### src/rtl/rsr_pkg.sv
// Shared types, codes and constants for the request shard router.
package rsr_pkg;

	localparam int POOL_SLOTS_DEF = 256;
	localparam int CFG_W          = 9;
	localparam int HASH_W         = 64;
	localparam logic [HASH_W-1:0] HASH_SEED = 64'd5381;
	localparam int HASH_SHIFT     = 5;
	localparam int IDX_W          = 32;
	localparam int KEY_W          = 8;
	localparam int SLOT_W         = 8;

	// Remainder unit: dividend bits retired per cycle
	localparam int DIG_BITS  = 4;
	localparam int MOD_STEPS = HASH_W / DIG_BITS;
	localparam int MOD_CNT_W = $clog2(MOD_STEPS);

	// Stream packing
	localparam int S_TDATA_W = 104;	// matrix, row, column, key byte
	localparam int S_TUSER_W = 6;	// item kind, attribute kind, key empty
	localparam int M_TDATA_W = 8;	// slot
	localparam int M_TUSER_W = 2;	// status

	// Item kinds
	localparam logic [2:0] IK_MATRIX = 3'd0;
	localparam logic [2:0] IK_ROW    = 3'd1;
	localparam logic [2:0] IK_COLUMN = 3'd2;
	localparam logic [2:0] IK_CELL   = 3'd3;
	localparam logic [2:0] IK_KV     = 3'd4;

	// Attribute kinds
	localparam logic [1:0] AK_INDEX = 2'd0;
	localparam logic [1:0] AK_NAME  = 2'd1;

	typedef enum logic [1:0] {
		RS_OK      = 2'd0,
		RS_RANGE   = 2'd1,
		RS_NAME    = 2'd2,
		RS_UNKNOWN = 2'd3
	} status_t;

	typedef struct packed {
		logic              start;
		logic [HASH_W-1:0] dividend;
	} mod_req_t;

	typedef struct packed {
		logic busy;
		logic done;
	} mod_sts_t;

endpackage

### src/rtl/rsr_hash.sv
// Running 64-bit djb2 hash of the key bytes of one request.
module rsr_hash (
	input  logic                        clk,
	input  logic                        arst_n,
	input  logic                        upd,
	input  logic                        clr,
	input  logic [rsr_pkg::KEY_W-1:0]   key_byte,
	output logic [rsr_pkg::HASH_W-1:0]  hash
);
	import rsr_pkg::*;

	logic [HASH_W-1:0] hash_q;
	logic [HASH_W-1:0] key_ext;

	assign key_ext = {{(HASH_W-KEY_W){key_byte[KEY_W-1]}}, key_byte};
	// hash*33 + byte, wrapping
	assign hash = upd ? ((hash_q << HASH_SHIFT) + hash_q + key_ext) : hash_q;

	always_ff @(posedge clk or negedge arst_n) begin
		if (!arst_n) begin
			hash_q <= HASH_SEED;
		end else if (clr) begin
			hash_q <= HASH_SEED;
		end else if (upd) begin
			hash_q <= hash;
		end
	end

endmodule

### src/rtl/rsr_mod.sv
// Iterative remainder unit: 64-bit dividend mod a narrow divisor, a digit per cycle.
module rsr_mod #(
	parameter int SIZE_W = 9
) (
	input  logic                 clk,
	input  logic                 arst_n,
	input  rsr_pkg::mod_req_t    req,
	input  logic [SIZE_W-1:0]    divisor,
	output rsr_pkg::mod_sts_t    sts,
	output logic [SIZE_W-1:0]    remainder
);
	import rsr_pkg::*;

	logic [HASH_W-1:0]    dvd_q;
	logic [SIZE_W-1:0]    div_q;
	logic [SIZE_W-1:0]    rem_q;
	logic [MOD_CNT_W-1:0] cnt_q;
	logic                 busy_q;
	logic                 done_q;
	logic [SIZE_W-1:0]    rem_nxt;

	// restoring steps over the next DIG_BITS dividend bits
	always_comb begin
		logic [SIZE_W:0]   r2;
		logic [SIZE_W-1:0] r;
		r  = rem_q;
		r2 = '0;
		for (int i = 0; i < DIG_BITS; i++) begin
			r2 = {r, dvd_q[HASH_W-1-i]};
			if (r2 >= {1'b0, div_q}) begin
				r2 = r2 - {1'b0, div_q};
			end
			r = r2[SIZE_W-1:0];
		end
		rem_nxt = r;
	end

	always_ff @(posedge clk or negedge arst_n) begin
		if (!arst_n) begin
			busy_q <= 1'b0;
			done_q <= 1'b0;
			cnt_q  <= '0;
		end else begin
			done_q <= 1'b0;
			if (req.start) begin
				busy_q <= 1'b1;
				cnt_q  <= '0;
			end else if (busy_q) begin
				cnt_q <= cnt_q + 1'b1;
				if (cnt_q == MOD_CNT_W'(MOD_STEPS - 1)) begin
					busy_q <= 1'b0;
					done_q <= 1'b1;
				end
			end
		end
	end

	always_ff @(posedge clk) begin
		if (req.start) begin
			dvd_q <= req.dividend;
			div_q <= divisor;
			rem_q <= '0;
		end else if (busy_q) begin
			dvd_q <= dvd_q << DIG_BITS;
			rem_q <= rem_nxt;
		end
	end

	assign sts.busy  = busy_q;
	assign sts.done  = done_q;
	assign remainder = rem_q;

endmodule

### src/rtl/request_shard_router_top.sv
// Top level of the request shard router: stream ports, sequencer and result register.
// An item without tlast leaves s_axis_tready high and only updates the key hash.
// A last item with an error status passes through the result state into the output register;
// a routed one first waits in the divide state while the remainder unit retires 4 of 64 dividend bits a cycle.
// s_axis_tready is low from a last item's acceptance until its result is in the output register.
// Reset (arst_n, asynchronous, active low): hash to 5381, pool size to 1, no result pending.
module request_shard_router_top #(
	parameter int POOL_SLOTS = rsr_pkg::POOL_SLOTS_DEF
) (
	input  logic                           clk,
	input  logic                           arst_n,
	// config
	input  logic                           cfg_we,
	input  logic [rsr_pkg::CFG_W-1:0]      cfg_wdata,	// pool_size
	// request items
	input  logic                           s_axis_tvalid,
	output logic                           s_axis_tready,
	// matrix_index[31:0], row_index[63:32], column_index[95:64], key_byte[103:96]
	input  logic [rsr_pkg::S_TDATA_W-1:0]  s_axis_tdata,
	// item_kind[2:0], attribute_kind[4:3], key_empty[5]
	input  logic [rsr_pkg::S_TUSER_W-1:0]  s_axis_tuser,
	input  logic                           s_axis_tlast,	// item_last
	// routing results
	output logic                           m_axis_tvalid,
	input  logic                           m_axis_tready,
	output logic [rsr_pkg::M_TDATA_W-1:0]  m_axis_tdata,	// slot[7:0]
	output logic [rsr_pkg::M_TUSER_W-1:0]  m_axis_tuser	// status[1:0]
);
	import rsr_pkg::*;

	// largest divisor the clamped pool size can take
	localparam int MAX_DIV = (POOL_SLOTS < 511) ? POOL_SLOTS : 511;
	localparam int SIZE_W  = $clog2(MAX_DIV + 1);

	typedef enum logic [2:0] {
		S_IDLE = 3'b001,
		S_DIV  = 3'b010,
		S_RES  = 3'b100
	} state_t;

	state_t             state_q;
	logic [CFG_W-1:0]   pool_q;
	logic [SIZE_W-1:0]  size_eff;
	logic               acc;

	// unpacked fields
	logic [2:0]         item_kind;
	logic [1:0]         attribute_kind;
	logic [IDX_W-1:0]   matrix_index;
	logic [IDX_W-1:0]   row_index;
	logic [IDX_W-1:0]   column_index;
	logic [KEY_W-1:0]   key_byte;
	logic               key_empty;

	logic [HASH_W-1:0]  hash;
	mod_req_t           mreq;
	mod_sts_t           msts;
	logic [SIZE_W-1:0]  rem;
	status_t            route_st;
	logic [HASH_W-1:0]  route_dvd;

	status_t            res_st_q;
	logic [SLOT_W-1:0]  res_slot_q;
	logic               out_valid_q;
	logic [SLOT_W-1:0]  out_slot_q;
	status_t            out_st_q;
	logic [31:0]        rem_ext;

	assign item_kind      = s_axis_tuser[2:0];
	assign attribute_kind = s_axis_tuser[4:3];
	assign key_empty      = s_axis_tuser[5];
	assign matrix_index   = s_axis_tdata[31:0];
	assign row_index      = s_axis_tdata[63:32];
	assign column_index   = s_axis_tdata[95:64];
	assign key_byte       = s_axis_tdata[103:96];

	assign s_axis_tready = (state_q == S_IDLE);
	assign acc           = s_axis_tvalid && s_axis_tready;

	// pool size: zero counts as one, above the pool is clamped to it
	always_comb begin
		if (pool_q == '0) begin
			size_eff = SIZE_W'(1);
		end else if ({{(32-CFG_W){1'b0}}, pool_q} > 32'(POOL_SLOTS)) begin
			size_eff = SIZE_W'(MAX_DIV);
		end else begin
			size_eff = pool_q[SIZE_W-1:0];
		end
	end

	always_ff @(posedge clk or negedge arst_n) begin
		if (!arst_n) begin
			pool_q <= CFG_W'(1);
		end else if (cfg_we) begin
			pool_q <= cfg_wdata;
		end
	end

	rsr_hash u_hash (
		.clk      (clk),
		.arst_n   (arst_n),
		.upd      (acc && !key_empty),
		.clr      (acc && s_axis_tlast),
		.key_byte (key_byte),
		.hash     (hash)
	);

	// routing decision for the last item, first match wins
	always_comb begin
		route_st  = RS_OK;
		route_dvd = '0;
		priority if (matrix_index[IDX_W-1]) begin
			route_st = RS_RANGE;
		end else if (attribute_kind == AK_INDEX || attribute_kind == AK_NAME ||
		             item_kind == IK_MATRIX) begin
			route_dvd = {{(HASH_W-IDX_W){1'b0}}, matrix_index};
		end else if (item_kind == IK_ROW || item_kind == IK_CELL) begin
			if (row_index[IDX_W-1]) begin
				route_st = RS_RANGE;
			end else begin
				route_dvd = {{(HASH_W-IDX_W){1'b0}}, matrix_index}
				          + {{(HASH_W-IDX_W){1'b0}}, row_index};
			end
		end else if (item_kind == IK_COLUMN) begin
			if (column_index[IDX_W-1]) begin
				route_st = RS_RANGE;
			end else begin
				route_dvd = {{(HASH_W-IDX_W){1'b0}}, matrix_index}
				          + {{(HASH_W-IDX_W){1'b0}}, column_index};
			end
		end else if (item_kind == IK_KV) begin
			if (key_empty) begin
				route_st = RS_NAME;
			end else begin
				route_dvd = hash;	// includes this item's byte
			end
		end else begin
			route_st = RS_UNKNOWN;
		end
	end

	assign mreq.start    = acc && s_axis_tlast && (route_st == RS_OK);
	assign mreq.dividend = route_dvd;

	rsr_mod #(
		.SIZE_W (SIZE_W)
	) u_mod (
		.clk       (clk),
		.arst_n    (arst_n),
		.req       (mreq),
		.divisor   (size_eff),
		.sts       (msts),
		.remainder (rem)
	);

	assign rem_ext = 32'(rem);

	// sequencer
	always_ff @(posedge clk or negedge arst_n) begin
		if (!arst_n) begin
			state_q <= S_IDLE;
		end else begin
			unique case (state_q)
				S_IDLE: begin
					if (acc && s_axis_tlast) begin
						state_q <= (route_st == RS_OK) ? S_DIV : S_RES;
					end
				end
				S_DIV: begin
					if (msts.done) begin
						state_q <= S_RES;
					end
				end
				S_RES: begin
					if (!out_valid_q || m_axis_tready) begin
						state_q <= S_IDLE;
					end
				end
				default: state_q <= S_IDLE;
			endcase
		end
	end

	// pending result of the current request
	always_ff @(posedge clk) begin
		if (state_q == S_IDLE && acc && s_axis_tlast) begin
			res_st_q   <= route_st;
			res_slot_q <= '0;
		end else if (state_q == S_DIV && msts.done) begin
			res_slot_q <= rem_ext[SLOT_W-1:0];
		end
	end

	// output register, refilled as soon as the previous transaction leaves
	always_ff @(posedge clk or negedge arst_n) begin
		if (!arst_n) begin
			out_valid_q <= 1'b0;
		end else if (state_q == S_RES && (!out_valid_q || m_axis_tready)) begin
			out_valid_q <= 1'b1;
		end else if (m_axis_tready) begin
			out_valid_q <= 1'b0;
		end
	end

	always_ff @(posedge clk) begin
		if (state_q == S_RES && (!out_valid_q || m_axis_tready)) begin
			out_slot_q <= res_slot_q;
			out_st_q   <= res_st_q;
		end
	end

	assign m_axis_tvalid = out_valid_q;
	assign m_axis_tdata  = out_slot_q;
	assign m_axis_tuser  = out_st_q;

endmodule

### config.mk
export PLATFORM = sky130hd
export DESIGN_NAME = request_shard_router_top
export DESIGN_NICKNAME = d
export VERILOG_FILES = /design/src/rtl/rsr_pkg.sv /design/src/rtl/rsr_hash.sv /design/src/rtl/rsr_mod.sv /design/src/rtl/request_shard_router_top.sv
export SDC_FILE = /design/constraint.sdc
export NUM_CORES = 1
export LEC_CHECK = 0
export BUFFER_PORTS_ARGS = -buffer_cell sky130_fd_sc_hd__clkbuf_2
export CAP_MARGIN = 20
export CORE_UTILIZATION = 40
export DETAILED_ROUTE_END_ITERATION = 8
export GPL_TIMING_DRIVEN = 1
export HOLD_SLACK_MARGIN = 0.08
export PLACE_DENSITY_LB_ADDON = 0.15
export SLEW_MARGIN = 20
export SYNTH_ARGS = -nofsm -noshare
export SYNTH_HDL_FRONTEND = slang
export SYNTH_SLANG_ARGS = --single-unit
### constraint.sdc
create_clock -name clk -period 23.6 [get_ports clk]
set_clock_uncertainty 0.2 [all_clocks]
set_input_delay 2.36 -clock clk [delete_from_list [all_inputs] [get_ports clk]]
set_output_delay 2.36 -clock clk [all_outputs]
set_load 0.005 [all_outputs]
==> reports/results.tsv <==
stage	metric	value	unit
run_status	outcome	complete, no violations	
yosys	register area share after synthesis	27.2	%
floorplan	initial core utilization	40.4	%
global_route	GR Layer Usage met2	42.5	%
floorplan	total core area	45300	sq um
critical_path	worst-path fanout max	18	
critical_path	origin of the critical flop-to-flop path	u_mod.div_q[0]	
yosys	Mapped Cells	2083	
timing	Rel. slew slack	36.2	%
cts	Post CTS Setup Buffer Count	0	
global_route	largest net degree at the start of global routing	79	
cts	number of buffers created by CTS	17	
cts	Hold Buf Count CTS	0	
route	via count	16100	
yosys	Post-synth ARST share	44.9	%
timing	setup tns final	0	ns
yosys	Post-Syn Area	18300	sq um
route	Via-to-Cell Ratio	5.80	
critical_path	Worst setup SP type	register	
yosys	synthesized flop and latch total	185	
finish	layout cell share with drive strength beyond 1	11.5	%
global_route	first-pass GRT wire length	87.5	mm
critical_path	cell mode on critical path	a21oi_1	
critical_path	slowest cell on the critical path	a211oi_2	
floorplan	IO Count	137	
global_route	GRT Overall Usage	23.8	%
route	drt wl/cell	20.0	um
timing	fin crit period	9.87	ns
yosys	Post-synth EDFFs	85	
route	antenna viol nets, final	0	
placed_design	GPL Wtd Cong	0.906	
floorplan	DIE HEIGHT	216	um
floorplan	die area	46600	sq um
critical_path	worst setup path category	register to register	
cts	htree depth	4	
route	DR iter-0 viols	954	
yosys	Syn Area/Cell	8.79	sq um
global_route	met3 GRT Util	3.06	%
yosys	syn nets	2443	
critical_path	Critical path origin	u_mod.div_q[0]	
timing	Slew Viols, Final	0	
global_route	gr busiest metal	met2	
yosys	YS warnings	0	
global_route	grt met1 use	29.7	%
timing	Least-Margin Pin Slew	0.952	ns
job	maxcap violations	0	
cts	clk_lat worst skew	0.45	ns
cts	clk root buf	clkbuf_16	
timing	fin crit share	41.8	%
route	Final Routed Wirelength	55.5	mm
critical_path	Data arrival, critical path	10.06	ns
finish	Ant. Diodes	0	
yosys	ys flop type	edfxtp_1	
critical_path	data required time of the worst path	23.79	ns
cts	CTS tree	done	
yosys	Yosys cell types	92	
timing	final hold violation count	0	
hold_path	worst hold path startpoint	res_slot_q[7]	
placed_design	Post-DP HPWL	43.6	mm
global_route	initial antenna violation count	4	
critical_path	critical path's largest stage delay	0.78	ns
critical_path	crit end category	register	
hold_path	hold crit path type	register to register	
cts	Reg clk slew, reported paths	0.08	ns
cts	# resized after CTS	0	
floorplan	row count	78	
timing	Finish-stage setup viols	0	
global_route	gr ovfl total	0	
placed_design	IO buf count	135	
finish	area grow syn2layout	9.86	%
timing	FMAX	101	MHz
floorplan	DIE WIDTH	216	um
finish	Final #Nets	2514	
cts	clock sinks	185	
cts	clock tree buffer depth	2	
timing	RSZ-0062 raised after global routing	no	
route	drt pass-1 iters	6	
route	DRC viols	0	
global_route	vias in the first global route	16000	
cell type report:
cell class	count	area [sq um]
Multi-Input combinational cell	1741	12700
Clock buffer	17	425
Inverter	59	221
Timing Repair Buffer	150	793
Sequential cell	185	4980
Clock inverter	15	213
Fill cell	4529	25200
Tap cell	600	751
Yosys cell counts (19+ instances only):
cell type	instances	area, sq um
nand2_1	216	811
o21bai_1	29	218
a211oi_1	25	188
nor3_1	35	175
o21ai_0	142	711
inv_1	58	218
a21oi_1	177	886
ha_1	170	2130
a31oi_1	20	125
xnor2_1	81	709
xor2_1	55	482
and3_1	27	169
dfrtp_1	76	1900
nor2_1	150	563
nand3_1	36	180
nand2b_1	26	163
clkbuf_1	81	304
edfxtp_1	85	2550
mux2i_1	42	420
fa_1	65	1300
mux2_2	19	214
nand4_1	37	231
a21o_1	90	676
and2_1	34	213
worst paths after layout:
| path | endpoint | slack (ns) | depth (start not counted) |
|---|---|---|---|
| max in group asynchronous | u_hash.hash_q[3] | 20.43 | 2 |
| worst min register to register | m_axis_tdata[7] | 0.24 | 0 |
| worst min-delay path | m_axis_tdata[7] | 0.24 | 0 |
| min in group asynchronous | u_hash.hash_q[60] | 1.64 | 1 |
| worst max-delay path | u_mod.remainder[0] | 13.73 | 33 |
| worst max register to register | u_mod.remainder[0] | 13.73 | 33 |
sequential cells by signal, indices dropped and copies added, names as in the netlist:
register and flops:
u_hash.hash_q 64, u_mod.dvd_q 64, pool_q 9, u_mod.div_q 9, u_mod.remainder 9, m_axis_tdata 8, res_slot_q 8, u_mod.cnt_q 4
state_q 3, m_axis_tuser 2, res_st_q 2, m_axis_tvalid 1, u_mod.busy_q 1, u_mod.done_q 1
through the flow:
stage	worst slack (ns)	cells	hold slack [ns]	utilization, %	area, sq um
after global placement	13.80	2735	0.218	43.0	19500
after detailed placement	13.80	2735	0.219	43.0	19500
after CTS	13.73	2767	0.237	44.4	20100
final	13.73	2767	0.236	44.4	20100
after floorplan	15.34	2083	0.200	-	18300
after global routing	12.89	2767	0.252	44.4	20100
logic make-up (layout without fill, tap and decap cells):
family	count (synthesis)	after routing	share of synthesized area [%]
fa+ha+maj	235	235	18.7
buf+inv	157	241	3.40
flops	185	185	27.2
compound gates	672	672	24.0
simple gates	636	636	16.6
xor+xnor	136	136	6.51
mux	62	62	3.55
worst max-delay path, delay by kind of cell (launching register included):
| kind | cells | cell delay (ns) |
|---|---|---|
| buf+inv | 1 | 0.05 |
| simple gates | 7 | 1.15 |
| flops | 1 | 0.48 |
| fa+ha+maj | 5 | 1.99 |
| mux | 2 | 0.77 |
| compound gates | 18 | 5.15 |
cell usage in the layout (no fill, tap or decap), types with 18 or more instances in the layout:
cell type  netlist  final
nand2_1        216    216
xnor2_1         81     81
nor3_1          35     34
fa_1            65     65
mux2_2          19     19
or3_1           18     18
o211ai_1        18     18
and3_1          27     27
o21ai_0        142    142
o21ai_1         18     18
nand2b_1        26     26
a211oi_1        25     25
a31oi_1         20     20
inv_1           58     56
edfxtp_1        85     85
a21oi_1        177    177
mux2i_1         42     42
nor2_1         150    149
xor2_1          55     55
a21o_1          90     90
o21bai_1        29     29
clkbuf_2         0    133
ha_1           170    170
dfrtp_1         76     76
nand4_1         37     37
nand3_1         36     36
and2_1          34     34
per-layer routing:
metal  vias up  wire (um)
met2       322      28000
met1      7817      24200
li1       7825          -
met5         -         51
met3        87       1880
met4         8       1320
Power is left out: the tool's default activity adds up to more than one toggle a clock period on the data nets, which glitch-free logic cannot reach.
